--- config.mk ---
export PLATFORM = sky130hd
export DESIGN_NAME = divide_32bit_signed_unsigned_flat
export DESIGN_NICKNAME = d
export VERILOG_FILES = /design/src/hw/rtl/div_pkg.sv /design/src/hw/rtl/div_if.sv /design/src/hw/rtl/divide_32bit_signed_unsigned.sv /design/src/flat_wrapper.sv
export SDC_FILE = /design/constraint.sdc
export NUM_CORES = 1
export LEC_CHECK = 0
export ABC_AREA = 1
export BUFFER_PORTS_ARGS = -buffer_cell sky130_fd_sc_hd__buf_2
export CORE_MARGIN = 3
export CORE_UTILIZATION = 30
export CTS_CLUSTER_DIAMETER = 30
export CTS_CLUSTER_SIZE = 14
export DETAILED_ROUTE_END_ITERATION = 10
export PLACE_DENSITY = 0.56
export SLEW_MARGIN = 20
export SYNTH_ARGS = -nofsm -noshare
export SYNTH_HDL_FRONTEND = slang
export SYNTH_SLANG_ARGS = --single-unit
--- constraint.sdc ---
create_clock -name clk -period 5.4 [get_ports clk]
set_input_delay 1.08 -clock clk [delete_from_list [all_inputs] [get_ports clk]]
set_output_delay 1.08 -clock clk [all_outputs]
set_load 0.02 [all_outputs]
--- src/hw/rtl/div_pkg.sv ---
// Shared types and constants for the serial 32-bit divider.
// No dependencies; compile first.

package div_pkg;

    // Default operand width
    localparam int DATA_WIDTH_DEF = 32;

    // Operation select carried with each request
    typedef enum logic [1:0] {
        ACT_UQUO = 2'd0,
        ACT_UREM = 2'd1,
        ACT_SQUO = 2'd2,
        ACT_SREM = 2'd3
    } action_t;

    // Sequencer states
    typedef enum logic [1:0] {
        ST_IDLE,
        ST_DIV,
        ST_FIX
    } state_t;

endpackage

--- src/hw/rtl/div_if.sv ---
// Request and result channel interfaces for the serial divider.
// Depends on div_pkg.

interface div_req_if #(
    parameter int DATA_WIDTH = div_pkg::DATA_WIDTH_DEF
);
    import div_pkg::*;

    logic                  valid;
    logic                  ready;
    logic [1:0]            action;
    logic [DATA_WIDTH-1:0] dividend;
    logic [DATA_WIDTH-1:0] divisor;

    modport source (output valid, output action, output dividend, output divisor,
                    input ready);
    modport sink   (input valid, input action, input dividend, input divisor,
                    output ready);
endinterface

interface div_res_if #(
    parameter int DATA_WIDTH = div_pkg::DATA_WIDTH_DEF
);
    import div_pkg::*;

    logic                  valid;
    logic                  ready;
    logic [DATA_WIDTH-1:0] result;

    modport source (output valid, output result, input ready);
    modport sink   (input valid, input result, output ready);
endinterface

--- src/hw/rtl/divide_32bit_signed_unsigned.sv ---
// Top level of the serial restoring divider (quotient or remainder,
// signed or unsigned). Depends on div_pkg and div_if.
//
//   channel | dir | payload                       | note
//   --------+-----+-------------------------------+---------------------------
//   req     | in  | action, dividend, divisor     | taken only while idle
//   res     | out | result                        | held in an output register
//
// An item is accepted in an idle cycle, which loads the operand magnitudes;
// then the shared subtract-and-shift step runs in ST_DIV, one quotient bit
// per step for all DATA_WIDTH quotient bits; then ST_FIX does the sign
// fix-up and writes the output register. The next request is taken in the
// idle cycle right after the fix-up has written the output register, even
// if that result has not yet been taken.
// A stalled result holds the sequencer in fix-up until the register frees.
// Reset (rst_n low) clears the sequencer and the result valid flag.

module divide_32bit_signed_unsigned #(
    parameter int DATA_WIDTH = div_pkg::DATA_WIDTH_DEF
) (
    input  logic       clk,
    input  logic       rst_n,
    div_req_if.sink    req,
    div_res_if.source  res
);
    import div_pkg::*;

    localparam int CNT_W = $clog2(DATA_WIDTH);

    state_t                state_reg, state_next;
    logic [CNT_W-1:0]      cnt_reg, cnt_next;
    action_t               action_reg, action_next;
    logic                  a_neg_reg, a_neg_next;
    logic                  q_neg_reg, q_neg_next;
    logic [DATA_WIDTH-1:0] num_reg, num_next;
    logic [DATA_WIDTH-1:0] den_reg, den_next;
    logic [DATA_WIDTH-1:0] rem_reg, rem_next;
    logic                  res_valid_reg, res_valid_next;
    logic [DATA_WIDTH-1:0] result_reg, result_next;

    logic                  accept;
    logic                  step;
    logic                  fix_done;
    logic                  is_signed;
    logic                  a_neg, b_neg;
    logic [DATA_WIDTH:0]   rem_sh;
    logic [DATA_WIDTH+1:0] diff;
    logic                  take;
    logic [DATA_WIDTH-1:0] fix_val;

    // Next state
    always_comb
    begin
        state_next = state_reg;
        case (state_reg)
            ST_IDLE:
            begin
                if (req.valid)
                    state_next = ST_DIV;
            end
            ST_DIV:
            begin
                if (cnt_reg == '0)
                    state_next = ST_FIX;
            end
            ST_FIX:
            begin
                if (!res_valid_reg || res.ready)
                    state_next = ST_IDLE;
            end
            default:
                state_next = ST_IDLE;
        endcase
    end

    // Sequencer outputs
    always_comb
    begin
        req.ready = 1'b0;
        step      = 1'b0;
        fix_done  = 1'b0;
        case (state_reg)
            ST_IDLE: req.ready = 1'b1;
            ST_DIV:  step      = 1'b1;
            ST_FIX:  fix_done  = !res_valid_reg || res.ready;
            default: req.ready = 1'b0;
        endcase
    end

    assign accept = req.valid && req.ready;

    // Operand signs and the subtract-and-shift step
    assign is_signed = req.action[1];
    assign a_neg     = is_signed && req.dividend[DATA_WIDTH-1];
    assign b_neg     = is_signed && req.divisor[DATA_WIDTH-1];
    assign rem_sh    = {rem_reg, num_reg[DATA_WIDTH-1]};
    assign diff      = {1'b0, rem_sh} - {2'b00, den_reg};
    assign take      = !diff[DATA_WIDTH+1];

    // Sign fix-up of the finished quotient or remainder
    always_comb
    begin
        case (action_reg)
            ACT_UQUO: fix_val = num_reg;
            ACT_UREM: fix_val = rem_reg;
            ACT_SQUO: fix_val = q_neg_reg ? (~num_reg + 1'b1) : num_reg;
            default:  fix_val = a_neg_reg ? (~rem_reg + 1'b1) : rem_reg;
        endcase
    end

    // Datapath next values
    always_comb
    begin
        cnt_next       = cnt_reg;
        action_next    = action_reg;
        a_neg_next     = a_neg_reg;
        q_neg_next     = q_neg_reg;
        num_next       = num_reg;
        den_next       = den_reg;
        rem_next       = rem_reg;
        res_valid_next = res_valid_reg;
        result_next    = result_reg;

        // load magnitudes on a new request
        if (accept)
        begin
            cnt_next    = CNT_W'(DATA_WIDTH - 1);
            action_next = action_t'(req.action);
            a_neg_next  = a_neg;
            q_neg_next  = a_neg ^ b_neg;
            num_next    = a_neg ? (~req.dividend + 1'b1) : req.dividend;
            den_next    = b_neg ? (~req.divisor + 1'b1) : req.divisor;
            rem_next    = '0;
        end

        // shift in one quotient bit, restore when the subtract borrows
        if (step)
        begin
            cnt_next = cnt_reg - 1'b1;
            num_next = {num_reg[DATA_WIDTH-2:0], take};
            rem_next = take ? diff[DATA_WIDTH-1:0] : rem_sh[DATA_WIDTH-1:0];
        end

        // drop the taken result, then load a new one
        if (res_valid_reg && res.ready)
            res_valid_next = 1'b0;
        if (fix_done)
        begin
            res_valid_next = 1'b1;
            result_next    = fix_val;
        end
    end

    // Control registers
    always_ff @(posedge clk or negedge rst_n)
    begin
        if (!rst_n)
        begin
            state_reg     <= ST_IDLE;
            cnt_reg       <= '0;
            res_valid_reg <= 1'b0;
        end
        else
        begin
            state_reg     <= state_next;
            cnt_reg       <= cnt_next;
            res_valid_reg <= res_valid_next;
        end
    end

    // Payload registers
    always_ff @(posedge clk)
    begin
        action_reg <= action_next;
        a_neg_reg  <= a_neg_next;
        q_neg_reg  <= q_neg_next;
        num_reg    <= num_next;
        den_reg    <= den_next;
        rem_reg    <= rem_next;
        result_reg <= result_next;
    end

    assign res.valid  = res_valid_reg;
    assign res.result = result_reg;

endmodule

--- src/flat_wrapper.sv ---
// flat-port wrapper written by rule: the top's interface ports become plain ports
module divide_32bit_signed_unsigned_flat import div_pkg::*;
#(
    parameter int DATA_WIDTH = div_pkg::DATA_WIDTH_DEF
)
  (clk, rst_n, req_valid, req_action, req_dividend, req_divisor, req_ready, res_valid, res_result, res_ready);
  div_req_if #(.DATA_WIDTH(DATA_WIDTH)) req_i ();
  div_res_if #(.DATA_WIDTH(DATA_WIDTH)) res_i ();
  input  logic clk;
  input  logic rst_n;
  input wire logic [$bits(req_i.valid)-1:0] req_valid;
  input wire logic [$bits(req_i.action)-1:0] req_action;
  input wire logic [$bits(req_i.dividend)-1:0] req_dividend;
  input wire logic [$bits(req_i.divisor)-1:0] req_divisor;
  output wire logic [$bits(req_i.ready)-1:0] req_ready;
  output wire logic [$bits(res_i.valid)-1:0] res_valid;
  output wire logic [$bits(res_i.result)-1:0] res_result;
  input wire logic [$bits(res_i.ready)-1:0] res_ready;
  assign req_i.valid = req_valid;
  assign req_i.action = req_action;
  assign req_i.dividend = req_dividend;
  assign req_i.divisor = req_divisor;
  assign req_ready = req_i.ready;
  assign res_valid = res_i.valid;
  assign res_result = res_i.result;
  assign res_i.ready = res_ready;
  divide_32bit_signed_unsigned #(.DATA_WIDTH(DATA_WIDTH)) u_core (.clk(clk), .rst_n(rst_n), .req(req_i), .res(res_i));
endmodule
==> flow_metrics.env <==
export IMPL_run_status="completed"
export IMPL_worstMarginPinSlew_ns=1.04
export IMPL_place_inst=2417
export IMPL_powerDensity_mw_per_mm2=559
export IMPL_grt_max_degree=54
export IMPL_cts_setup_buffers=0
export IMPL_synth_top_cells_by_area="edfxtp_1, nand2_1, inv_1, nand3_1, nor2_1"
export IMPL_critical_path_arrival_ns=3.29
export IMPL_antenna_found_initial=0
export IMPL_design_core_area_mm2=0.0399
export IMPL_synthFlopType="edfxtp_1"
export IMPL_clk_pin_slew_ns=0.07
export IMPL_setup_viol=0
export IMPL_drtIter0Drc=991
export IMPL_ctsHoldBuffers=0
export IMPL_stdcell_count=2449
export IMPL_relSlewSlack_pct=30.4
export IMPL_nets=2020
export IMPL_crit_fanout=23
export IMPL_cp_start_kind="input port"
export IMPL_netlist_area_mm2=0.0122
export IMPL_routed_wl_um=38200
export IMPL_reg2reg_from="u_core.rem_reg[18]"
export IMPL_async_reset_ff_share_pct=5.71
export IMPL_clock_latency_ns=0.46
export IMPL_diodes=0
export IMPL_h_tree_depth=4
export IMPL_hp_class="input port to asynchronous set/reset pin"
export IMPL_antenna_left=0
export IMPL_synth_top_area_share_pct=32.6
export IMPL_grt_pass1_wl_um=59700
export IMPL_cp_startpoint="req_action[1]"
export IMPL_yosysWarnings=0
export IMPL_synth_area_per_cell_um2=6.68
export IMPL_cts_max_path_buffers=2
export IMPL_n_fill_cell=4311
export IMPL_gp_congestion=0.930
export IMPL_start_util_pct=30.5
export IMPL_cap_violations=0
export IMPL_die_area_mm2=0.0430
export IMPL_cts_tree="yes"
export IMPL_row_count=73
export IMPL_clock_root_buffer="clkbuf_16"
export IMPL_ctsResizeCount=0
export IMPL_synth_distinct_cells=47
export IMPL_ys_seq_area_share_pct=34.3
export IMPL_grt_overflow=0
export IMPL_syn_inst=1819
export IMPL_dpl_hpwl_um=30200
export IMPL_wl_per_cell_um=15.6
export IMPL_cp_end_kind="flop"
export IMPL_drc=0
export IMPL_fp_dieH_um=207
export IMPL_vias_per_cell=4.85
export IMPL_synth_seq_cells=140
export IMPL_slew_violations=0
export IMPL_drive_above_1_share_pct=9.56
export IMPL_fin_setup_tns_ns=0
export IMPL_die_w_um=207
export IMPL_grt_pass1_vias=10988
export IMPL_p_leak_uw=0.00670
export IMPL_area_growth_pct=13.9
export IMPL_vias=11870
export IMPL_drt_first_pass_iters=7
export IMPL_cts_sinks=140
export IMPL_grtUsageTotal_pct=17.3
export IMPL_vdd_drop_max_mv=0.212
export IMPL_fmax_mhz=324
export IMPL_period_minus_slack_ns=3.09
export IMPL_worstSetupPathType="input port to flop"
export IMPL_ios=104
export IMPL_synth_edf_count=132
export IMPL_numCtsBuffers=17
export IMPL_worstPathRequired_ns=5.60
export IMPL_rsz0062_at_grt="false"
export IMPL_synth_fp_nets=1928
export IMPL_fin_skew_ns=0.0179
export IMPL_portBuffers=103
export IMPL_yosysMostFrequentCell="nand2_1"
export IMPL_hold_viol=0
export IMPL_period_share_pct=57.1
export IMPL_synth_commonest_cells="nand2_1, inv_1, nand3_1"
export IMPL_synth_top_area_cell="edfxtp_1"
[path summary, 6_finish.rpt]
check | slack, ns | end | depth (start not counted)
worst max-delay path | 2.31 | u_core.num_reg[16] | 8
worst min-delay path | 0.46 | u_core.res.valid | 1
worst max register to register | 2.41 | u_core.num_reg[0] | 11
worst min register to register | 0.48 | u_core.cnt_reg[4] | 1
max in group asynchronous | 4.76 | u_core.cnt_reg[1] | 1
min in group clk | 0.48 | u_core.cnt_reg[4] | 1
[final cells by class]
cell class	instances	area, µm²	area share [%]
Multi-Input combinational cell	1351	6740	48.7
Clock inverter	13	189	1.37
Inverter	292	1100	7.92
Timing Repair Buffer	109	561	4.05
Tap cell	525	657	4.75
Sequential cell	140	4160	30.1
Clock buffer	19	433	3.13
[worst max-delay path: stages]
cell     delay [ns]
buf_2          0.14
nand2_1        0.58
inv_1          0.56
nand2_2        0.32
o21ai_0        0.14
or2_2          0.31
nand3_1        0.07
o21ai_0        0.08
[layer usage]
| layer | part of all wire (%) | GRT usage (%) | wire length [µm] | vias up |
|---|---|---|---|---|
| met3 | 5.4 | 2.86 | 2080 | 39 |
| met5 | 0 | 0 | 0 | - |
| met4 | 2.1 | 5.62 | 797 | 0 |
| met2 | 46 | 28.0 | 17500 | 303 |
| met1 | 47 | 23.8 | 17800 | 5476 |
| li1 | - | - | - | 6052 |
[kinds of logic (layout without fill, tap and decap cells)]
group / Yosys count / count (layout) / synth area share [%]
DFF: 140 / 140 / 34.3
adders and majority gates: 39 / 39 / 4.08
xor gates and xnor gates: 79 / 79 / 5.69
buffers and inverters: 328 / 433 / 10.4
AOI/OAI and AO/OA: 164 / 164 / 7.68
and+or+nand+nor: 1069 / 1069 / 37.9
[where the power goes]
| part | internal [µW] | switching [µW] |
|---|---|---|
| Combinational | 1270 | 2840 |
| Sequential | 1860 | 473 |
| Clock | 776 | 510 |
[layout by cell type (no fill, tap or decap), types with 7 or more instances in the layout]
cell type / instances
dfrtp_1: 8
buf_2: 103
xnor2_1: 15
nand2_1: 617
inv_1: 289
and2_1: 7
or2_2: 12
a21oi_1: 30
a31oi_1: 7
xor2_1: 64
edfxtp_1: 132
nor2_1: 156
nand3_1: 173
o21ai_0: 86
nand2_2: 7
nor3_1: 15
o22ai_1: 14
nand4_1: 42
nand3b_1: 14
clkbuf_16: 17
nor2_2: 7
ha_1: 38
nor2_4: 7
[stage by stage]
step	util [%]	setup WS (ns)	area, µm²	power (µW)	hold WS, ns
6_report	34.7	2.31	13800	7730	0.463
5_1_grt	34.7	2.11	13800	8400	0.456
4_1_cts	34.7	2.32	13800	7750	0.439
3_5_place_dp	33.1	1.83	13200	6430	0.478
3_3_place_gp	33.1	1.82	13200	6400	0.475
2_1_floorplan	-	1.62	12200	5200	0.452
Power figures use the tool's default switching activity.
